$ cat src/sv/pss_pkg.sv
package pss_pkg;

	// Field widths
	localparam int COUNT_BITS    = 24;
	localparam int INTERVAL_BITS = 26;
	localparam int CFG_DATA_BITS = 26;
	localparam int CFG_IDX_BITS  = 2;

	localparam logic [INTERVAL_BITS-1:0] INTERVAL_RESET = INTERVAL_BITS'(29296);

	// Configuration register indexes
	localparam logic [CFG_IDX_BITS-1:0] REG_STEP_INTERVAL = 2'd0;
	localparam logic [CFG_IDX_BITS-1:0] REG_REVERSE_DIR   = 2'd1;
	localparam logic [CFG_IDX_BITS-1:0] REG_HOLD_POWER    = 2'd2;

	// Item action codes
	typedef enum logic [1:0] {
		ACT_TICK = 2'd0,
		ACT_LOAD = 2'd1,
		ACT_STOP = 2'd2
	} action_t;

	typedef struct packed {
		logic [1:0]                   action;
		logic signed [COUNT_BITS-1:0] move_steps;
	} in_item_t;

	typedef struct packed {
		logic [3:0]                   coils;
		logic                         moving;
		logic                         stepped;
		logic signed [COUNT_BITS-1:0] remaining;
	} out_item_t;

	// Full-step coil patterns, A..D from bit 3 to bit 0
	function automatic logic [3:0] phase_pattern(input logic [1:0] phase);
		logic [3:0] pat;
		case (phase)
			2'd0: pat = 4'b1010;
			2'd1: pat = 4'b0110;
			2'd2: pat = 4'b0101;
			2'd3: pat = 4'b1001;
			default: pat = 4'b0000;
		endcase
		return pat;
	endfunction

endpackage

$ cat src/sv/paced_stepper_sequencer_unit.sv
// Four-phase full-step stepper pacer.
// Input channel (in_valid/in_ready/in_item): each item is a one-microsecond
// tick, a load of a signed step count, or a stop. Output channel
// (out_valid/out_ready/out_item): exactly one result item per input item,
// giving coil drive, moving flag, stepped flag and the remaining count.
// Configuration: cfg_we writes cfg_data into register cfg_index
// (0 step interval in us, 1 reverse direction, 2 hold power); write only
// while the block is idle.
// Latency: a result is presented the cycle after its input item is taken.
// Throughput: one item per cycle while the receiver keeps up; the step
// decision (saturating increment, one compare, one count step toward zero
// and the pattern lookup) lies between the state and output registers.
// Stall: in_ready stays high while the output register is empty or being
// drained; when the receiver holds off, the result waits and input stalls.
// Reset (arst_n low): remaining count, elapsed time and phase cleared, coils
// off, interval back to 29296 us, reverse and hold off, no result pending.
module paced_stepper_sequencer_unit
	import pss_pkg::*;
#(
	parameter int TIME_BITS = 26
) (
	input  logic                     clk,
	input  logic                     arst_n,
	input  logic                     in_valid,
	output logic                     in_ready,
	input  in_item_t                 in_item,
	output logic                     out_valid,
	input  logic                     out_ready,
	output out_item_t                out_item,
	input  logic                     cfg_we,
	input  logic [CFG_IDX_BITS-1:0]  cfg_index,
	input  logic [CFG_DATA_BITS-1:0] cfg_data
);

	localparam int CMP_W = (TIME_BITS > INTERVAL_BITS) ? TIME_BITS : INTERVAL_BITS;

	// Configuration registers
	logic [INTERVAL_BITS-1:0] interval_q;
	logic                     reverse_q;
	logic                     hold_q;

	// Sequencer state
	logic signed [COUNT_BITS-1:0] remaining_q;
	logic [TIME_BITS-1:0]         elapsed_q;
	logic [1:0]                   phase_q;
	logic [3:0]                   coils_q;

	logic      out_valid_q;
	out_item_t out_item_q;

	logic                         accept;
	logic [TIME_BITS-1:0]         elapsed_inc;
	logic                         rem_nz, rem_pos, step_due, dir_down;
	logic [1:0]                   phase_step;
	logic signed [COUNT_BITS-1:0] rem_step;
	logic signed [COUNT_BITS-1:0] remaining_d;
	logic [TIME_BITS-1:0]         elapsed_d;
	logic [1:0]                   phase_d;
	logic [3:0]                   coils_d;
	logic                         stepped_d;

	assign in_ready  = !out_valid_q || out_ready;
	assign accept    = in_valid && in_ready;
	assign out_valid = out_valid_q;
	assign out_item  = out_item_q;

	// Step decision for a tick
	assign elapsed_inc = (&elapsed_q) ? elapsed_q : elapsed_q + TIME_BITS'(1);
	assign rem_nz      = (remaining_q != '0);
	assign rem_pos     = rem_nz && !remaining_q[COUNT_BITS-1];
	assign step_due    = rem_nz && (CMP_W'(elapsed_inc) >= CMP_W'(interval_q));
	assign dir_down    = rem_pos ^ reverse_q;
	assign phase_step  = dir_down ? phase_q - 2'd1 : phase_q + 2'd1;
	assign rem_step    = rem_pos ? remaining_q - COUNT_BITS'(1)
	                             : remaining_q + COUNT_BITS'(1);

	// Next state per action
	always_comb begin
		remaining_d = remaining_q;
		elapsed_d   = elapsed_q;
		phase_d     = phase_q;
		coils_d     = coils_q;
		stepped_d   = 1'b0;
		case (in_item.action)
			ACT_TICK: begin
				elapsed_d = elapsed_inc;
				if (step_due) begin
					phase_d     = phase_step;
					remaining_d = rem_step;
					elapsed_d   = '0;
					stepped_d   = 1'b1;
					if (rem_step == '0 && !hold_q)
						coils_d = 4'b0000;
					else
						coils_d = phase_pattern(phase_step);
				end
			end
			ACT_LOAD: begin
				remaining_d = in_item.move_steps;
			end
			ACT_STOP: begin
				remaining_d = '0;
				if (!hold_q)
					coils_d = 4'b0000;
			end
			default: begin
			end
		endcase
	end

	// Configuration writes
	always_ff @(posedge clk or negedge arst_n) begin
		if (!arst_n) begin
			interval_q <= INTERVAL_RESET;
			reverse_q  <= 1'b0;
			hold_q     <= 1'b0;
		end else if (cfg_we) begin
			case (cfg_index)
				REG_STEP_INTERVAL: interval_q <= cfg_data[INTERVAL_BITS-1:0];
				REG_REVERSE_DIR:   reverse_q  <= cfg_data[0];
				REG_HOLD_POWER:    hold_q     <= cfg_data[0];
				default: begin
				end
			endcase
		end
	end

	// State update on each accepted item
	always_ff @(posedge clk or negedge arst_n) begin
		if (!arst_n) begin
			remaining_q <= '0;
			elapsed_q   <= '0;
			phase_q     <= 2'd0;
			coils_q     <= 4'b0000;
		end else if (accept) begin
			remaining_q <= remaining_d;
			elapsed_q   <= elapsed_d;
			phase_q     <= phase_d;
			coils_q     <= coils_d;
		end
	end

	// Output register
	always_ff @(posedge clk or negedge arst_n) begin
		if (!arst_n) begin
			out_valid_q <= 1'b0;
		end else if (in_ready) begin
			out_valid_q <= in_valid;
		end
	end

	always_ff @(posedge clk) begin
		if (accept) begin
			out_item_q.coils     <= coils_d;
			out_item_q.moving    <= (remaining_d != '0);
			out_item_q.stepped   <= stepped_d;
			out_item_q.remaining <= remaining_d;
		end
	end

	// Checks
	a_result_follows: assert property (@(posedge clk) disable iff (!arst_n)
		accept |=> out_valid)
		else $error("accepted item gave no result");

	a_moving_flag: assert property (@(posedge clk) disable iff (!arst_n)
		out_valid |-> (out_item.moving == (out_item.remaining != '0)))
		else $error("moving flag disagrees with remaining count");

	a_stop_clears: assert property (@(posedge clk) disable iff (!arst_n)
		(accept && in_item.action == ACT_STOP && !hold_q) |=>
			(out_item.coils == 4'b0000 && !out_item.moving))
		else $error("stop left coils on or move running");

	a_step_pattern: assert property (@(posedge clk) disable iff (!arst_n)
		(out_valid && out_item.stepped && out_item.moving) |->
			$countones(out_item.coils) == 2)
		else $error("step drove an invalid coil pattern");

endmodule
$ cat config.mk
export PLATFORM = sky130hd
export DESIGN_NAME = paced_stepper_sequencer_unit
export DESIGN_NICKNAME = d
export VERILOG_FILES = /design/src/sv/pss_pkg.sv /design/src/sv/paced_stepper_sequencer_unit.sv
export SDC_FILE = /design/constraint.sdc
export NUM_CORES = 1
export LEC_CHECK = 0
export BUFFER_PORTS_ARGS = -buffer_cell sky130_fd_sc_hd__buf_4
export CELL_PAD_IN_SITES_DETAIL_PLACEMENT = 1
export CELL_PAD_IN_SITES_GLOBAL_PLACEMENT = 2
export CORE_MARGIN = 10
export CORE_UTILIZATION = 39
export CTS_CLUSTER_SIZE = 12
export DETAILED_ROUTE_END_ITERATION = 8
export PLACE_DENSITY_LB_ADDON = 0.12
export SLEW_MARGIN = 15
export SYNTH_ARGS = -nofsm -noshare
export SYNTH_HDL_FRONTEND = slang
export SYNTH_SLANG_ARGS = --single-unit
$ cat constraint.sdc
create_clock -name clk -period 9.1 [get_ports clk]
set_input_delay 0.455 -clock clk [delete_from_list [all_inputs] [get_ports clk]]
set_output_delay 0.455 -clock clk [all_outputs]
set_load 0.005 [all_outputs]
Word level (Yosys, flattened, before mapping)

Cells that the tools add are included.

Flip-flop bits (word level): 115
Bits in latches: 0
RAM bits: 0
Memory bits (read-only): 0
Input port bits: 59
Output and inout port bits: 32
Word-level logic and storage cells: 58
Memories kept: 0

Add/subtract/negate cells: 5
Multiply operators: 0
Divide/modulo/power cells: 0
$lt $le $gt $ge: 1
Equality and inequality tests: 7
Shift-type cells: 0
Muxes and demuxes: 12
Bitwise operators: 1
Reduce and logical (&&, ||, !) cells: 20

Operator list:

| kind                                                | number |
|---|---|
| case mux 24 bit (3 select lines)                    | 1 |
| two-way mux 26 bit                                  | 2 |
| two-way mux 24 bit                                  | 2 |
| nonzero test 24 bit                                 | 2 |
| adder 26 x 1 -> 26 bit (second input constant)      | 1 |
| >= comparator 26 bit                                | 1 |
| AND reduction 26 bit                                | 1 |
| adder 24 x 2 -> 24 bit (second input constant)      | 1 |
| logical NOT 24 bit                                  | 1 |
| subtractor 24 x 2 -> 24 bit (second input constant) | 1 |
| case mux 4 bit (4 select lines)                     | 1 |
| two-way mux 4 bit                                   | 3 |
| == test 2 bit (second input constant)               | 4 |
| case mux 4 bit (2 select lines)                     | 1 |
| AND reduction 2 bit                                 | 4 |
| == test 2 x 1 -> 1 bit (second input constant)      | 3 |
| logical NOT 2 bit                                   | 3 |
| logical AND 1 bit                                   | 4 |
| logical NOT 1 bit                                   | 3 |
| AND reduction 3 bit                                 | 1 |
| adder 2 x 1 -> 2 bit (second input constant)        | 1 |
| two-way mux 2 bit                                   | 1 |
| subtractor 2 x 1 -> 2 bit (second input constant)   | 1 |
| logical OR 1 bit                                    | 1 |
| 2 further kinds                                     | 2 |

Depth between registers and ports, before layout

Word-level depth: 9
Gate-level depth with buffers: 23
Gate-level depth less buffers: 20

Worst setup path before layout

Ideal clock, no wire load.

Path kind: reg-to-reg
Start: register elapsed_q[17]
End: register out_item_q (netlist bit out_item[25]) (data pin)
Setup time: 0.271 ns
Arrival time: 4.438 ns
Required time: 8.829 ns
Setup slack: 4.391 ns
Cell stages (with the launch flop): 21
Buffers on the path: 3
Period minus slack after synthesis: 4.709 ns
Cell sequence: dfrtp_1 -> clkbuf_1 -> and4_1 -> nand3_1 -> nor4_1 -> a21oi_1 -> and3_1 -> and3_1 -> xor2_1 -> ha_1 -> a2111oi_2 -> a21oi_1 -> o311a_1 -> buf_4 -> o21ai_1 -> buf_4 -> inv_2 -> a2111oi_2 -> nand4_1 -> nor4_1 -> nand4_1

Longest elaborated chain between the ends: 7

RTL lines:

| item                                                                  | line                                | source |
|---|---|---|
| from (decl)                                                           | paced_stepper_sequencer_unit.sv:44  | `logic [TIME_BITS-1:0] elapsed_q;` |
| from (signal assigned)                                                | paced_stepper_sequencer_unit.sv:137 | `elapsed_q <= elapsed_d;` |
| adder 26 x 1 -> 26 bit / AND reduction 26 bit (equally long branches) | paced_stepper_sequencer_unit.sv:68  | `assign elapsed_inc = (&elapsed_q) ? elapsed_q : elapsed_q + TIME_BITS'(1);` |
| two-way mux 26 bit (*)                                                | paced_stepper_sequencer_unit.sv:68  |  |
| >= comparator 26 bit (*)                                              | paced_stepper_sequencer_unit.sv:71  | `assign step_due = rem_nz && (CMP_W'(elapsed_inc) >= CMP_W'(interval_q));` |
| logical AND 1 bit (*)                                                 | paced_stepper_sequencer_unit.sv:71  |  |
| two-way mux 24 bit (*)                                                | paced_stepper_sequencer_unit.sv:87  | `if (step_due) begin` |
| case mux 24 bit (3 select lines) (*)                                  | paced_stepper_sequencer_unit.sv:84  | `case (in_item.action)` |
| nonzero test 24 bit (*)                                               | paced_stepper_sequencer_unit.sv:155 | `out_item_q.moving <= (remaining_d != '0);` |
| to (decl)                                                             | paced_stepper_sequencer_unit.sv:49  | `out_item_t out_item_q;` |

Every way passes the cells marked *; elsewhere a longest branch is shown, timed or not.
A chain may end at the register's enable or synchronous reset.

Worst setup path in the final report

Start: register elapsed_q[17]
End: register out_item_q (netlist bit out_item[25]) (data pin)

Longest elaborated chain between the ends: 7

RTL lines:

| item                                                                  | line                                | source |
|---|---|---|
| adder 26 x 1 -> 26 bit / AND reduction 26 bit (equally long branches) | paced_stepper_sequencer_unit.sv:68  |  |
| two-way mux 26 bit (*)                                                | paced_stepper_sequencer_unit.sv:68  |  |
| >= comparator 26 bit (*)                                              | paced_stepper_sequencer_unit.sv:71  |  |
| logical AND 1 bit (*)                                                 | paced_stepper_sequencer_unit.sv:71  |  |
| two-way mux 24 bit (*)                                                | paced_stepper_sequencer_unit.sv:87  |  |
| case mux 24 bit (3 select lines) (*)                                  | paced_stepper_sequencer_unit.sv:84  |  |
| net remaining_d[12]                                                   | paced_stepper_sequencer_unit.sv:56  | `logic signed [COUNT_BITS-1:0] remaining_d;` |
| nonzero test 24 bit (*)                                               | paced_stepper_sequencer_unit.sv:155 |  |

The timed path passes the listed nets; every way through them passes the cells marked *.

==> impl_metrics.json <==
{
  "clock_skew_ps": 13.2,
  "internal_power_mw": 1.28,
  "worst_pin_slew_ps": 942,
  "wl_um": 26300,
  "slew_headroom_pct": 36.8,
  "ir_drop_v": 0.000114,
  "cts_tree": "done",
  "worstSetupPathType": "reg -> reg",
  "hold_violations": 0,
  "area_growth_pct": 19.3,
  "htreeDepth": 4,
  "synth-main-ff-cell": "dfrtp_1",
  "critPathLaunchType": "flip-flop",
  "layout_common_cells": "nand2_1 (163), buf_4 (99), dfrtp_1 (78), o21ai_0 (74), ha_1 (50)",
  "powerDensity_nw_per_um2": 218,
  "rows": 51,
  "die_x_um": 161,
  "synth_area_um2": 7760,
  "maxCapViolCount": 0,
  "p_seq_share_pct": 31.9,
  "synthesis.nets": 990,
  "ys_seq_area_share_pct": 39.1,
  "final_common_cell": "nand2_1",
  "num_vias": 7005,
  "synthCells": 880,
  "die_h_um": 161,
  "die-area_um2": 26000,
  "wl_per_cell_um": 21.3,
  "p_sw_share_pct": 36.8,
  "critPathMaxFanout": 11,
  "first_pass_iters": 4,
  "dr.first_iter.drc_count": 361,
  "final_area_um2": 9270,
  "holdCritPathClass": "in -> reg",
  "critical_path_required_ps": 9250,
  "rsz0062_at_grt": "no",
  "gp_congestion": 0.958,
  "period_share_pct": 68.0,
  "grt_max_degree": 59,
  "grtUsageTotal_pct": 20.5,
  "setup_tns_ps": 0,
  "nNetsFinal": 1066,
  "p_clk_share_pct": 33.4,
  "status": "finished, final reports clean",
  "insertedDiodeCount": 0,
  "fill_cells": 2295,
  "yosys_warnings": 0,
  "dp_hpwl_um": 19800,
  "dpl_cell_area_um2": 8670,
  "antenna_found_initial": 0,
  "final-setup-viol-count": 0,
  "p_leak_nw": 4.17,
  "p_switching_mw": 0.743,
  "vias_per_cell": 5.68,
  "critical_path_arrival_ps": 6340,
  "io_pins": 91,
  "slew_violations": 0,
  "post_cts_resized": 0,
  "cts_made_buffers": 17,
  "overflow": 0,
  "portBuffers": 90,
  "synth-edff-count": 30,
  "crit_path_end_kind": "flip-flop",
  "drive_gt1_share_pct": 18.3,
  "initial_core_util_pct": 39.8,
  "fmax_mhz": 162,
  "period_minus_slack_ps": 6190,
  "coreArea_um2": 19500,
  "root_buffer": "clkbuf_16",
  "ys_ff_latch": 115,
  "cts.clk_slew.worst_paths_ps": 60,
  "clock_sinks": 115,
  "async_flop_share_pct": 73.9,
  "antenna_left": 0,
  "grt_pass1_wl_um": 42300,
  "avgSynthCellArea_um2": 8.82,
  "hold_ws_ps": 236,
  "clkLatencyLatePin_ps": 420,
  "drc": 0,
  "p_comb_share_pct": 34.7,
  "grt_pass1_vias": 7541,
  "yosysUniqueCellTypes": 71,
  "cts_buffer_depth": 2,
  "post-route-util_pct": 47.5
}
cells in the mapped netlist, types with 11 or more instances:
library cell    n  area (um^2)
inv_1          38          143
o21ai_0        74          370
nand4_1        17          106
dfrtp_1        78         1950
xnor2_1        26          228
mux2_2         17          191
clkbuf_1       33          124
nand2_1       163          612
ha_1           50          626
edfxtp_1       30          901
nor3_1         13         65.1
a21oi_1        46          230
xor2_1         22          193
a21o_1         21          158
o31ai_1        13         97.6
and3_1         11         68.8
a22o_1         12          105
nand3_1        29          145
nor4_1         11         68.8
nor2_1         46          173
layer usage:
metal / routed length [um] / part of all wire (%) / global-route usage [%]
met3: 1050 / 4.0 / 4.25
met1: 10900 / 42 / 24.0
met5: 0 / 0 / 0
met4: 611 / 2.3 / 6.37
met2: 13700 / 52 / 36.5
flip-flops by register name, summed over array words and instances, names as in the netlist:
register / flops
out_valid: 1
coils_q: 4
reverse_q: 1
interval_q: 26
elapsed_q: 26
remaining_q: 24
hold_q: 1
out_item: 30
phase_q: 2
critical path, cell delays in order, from the launching register on:
cell	delay (ps)
dfrtp_1	510
and4_1	250
nand3_1	140
nor4_1	470
a21oi_1	260
and3_1	280
and3_1	200
xor2_1	190
ha_1	310
a2111oi_2	410
a21oi_1	220
o311a_1	520
o21ai_1	810
o221ai_1	320
nor4_1	380
nand4_1	190
nor4_1	320
nand4_1	130
through the flow:
stage / std cells / setup WS (ps) / power (mW)
after CTS: 1234 / 2890 / 2.03
after detailed placement: 1201 / 2890 / 1.34
after floorplan: 880 / 4390 / 1.12
after global routing: 1234 / 2250 / 2.14
after global placement: 1201 / 3230 / 1.33
final: 1234 / 2910 / 2.02
what timing repair did:
action	in CTS	in global routing
endpoints found under the setup margin	0	0
hold endpoints to repair	27	0
hold buffers	1	0
buffers inserted	0	0
path summary, 6_finish.rpt:
check / startpoint / end / slack, ps / cells after the start
worst max register to register: elapsed_q[17] / out_item[25] / 2910 / 17
worst max-delay path: elapsed_q[17] / out_item[25] / 2910 / 17
min in group asynchronous: arst_n / remaining_q[4] / 520 / 2
worst min register to register: coils_q[0] / coils_q[0] / 490 / 2
worst min-delay path: cfg_data[7] / interval_q[7] / 240 / 3
max in group asynchronous: arst_n / elapsed_q[2] / 7450 / 3
area by class of cell:
cell class | count | area (um^2) | share of cell area, %
sequential | 115 | 3040 | 32.8
tap | 265 | 332 | 3.58
timing repair buffer | 100 | 753 | 8.13
clock inverter | 14 | 149 | 1.61
inverter | 39 | 146 | 1.58
multi-input combinational | 683 | 4410 | 47.6
clock buffer | 18 | 439 | 4.74
power groups by stage:
stage	registers, mW	logic, mW	clock network [mW]
after floorplan	0.632	0.483	0
after global placement	0.650	0.677	0
after detailed placement	0.652	0.693	0
after CTS	0.644	0.701	0.690
after global routing	0.650	0.774	0.717
final	0.644	0.701	0.676
logic make-up (layout without fill, tap and decap cells):
logic type                 Yosys count  count (layout)  synth area share [%]
and+or+nand+nor                    326             326                  19.5
DFF                                115             115                  39.1
adders and majority gates           51              51                  8.31
muxes                               18              18                  2.59
buffers and inverters               82             171                  4.16
AOI/OAI and AO/OA                  240             240                  20.9
xor gates and xnor gates            48              48                  5.41
Power figures use the tool's default switching activity.
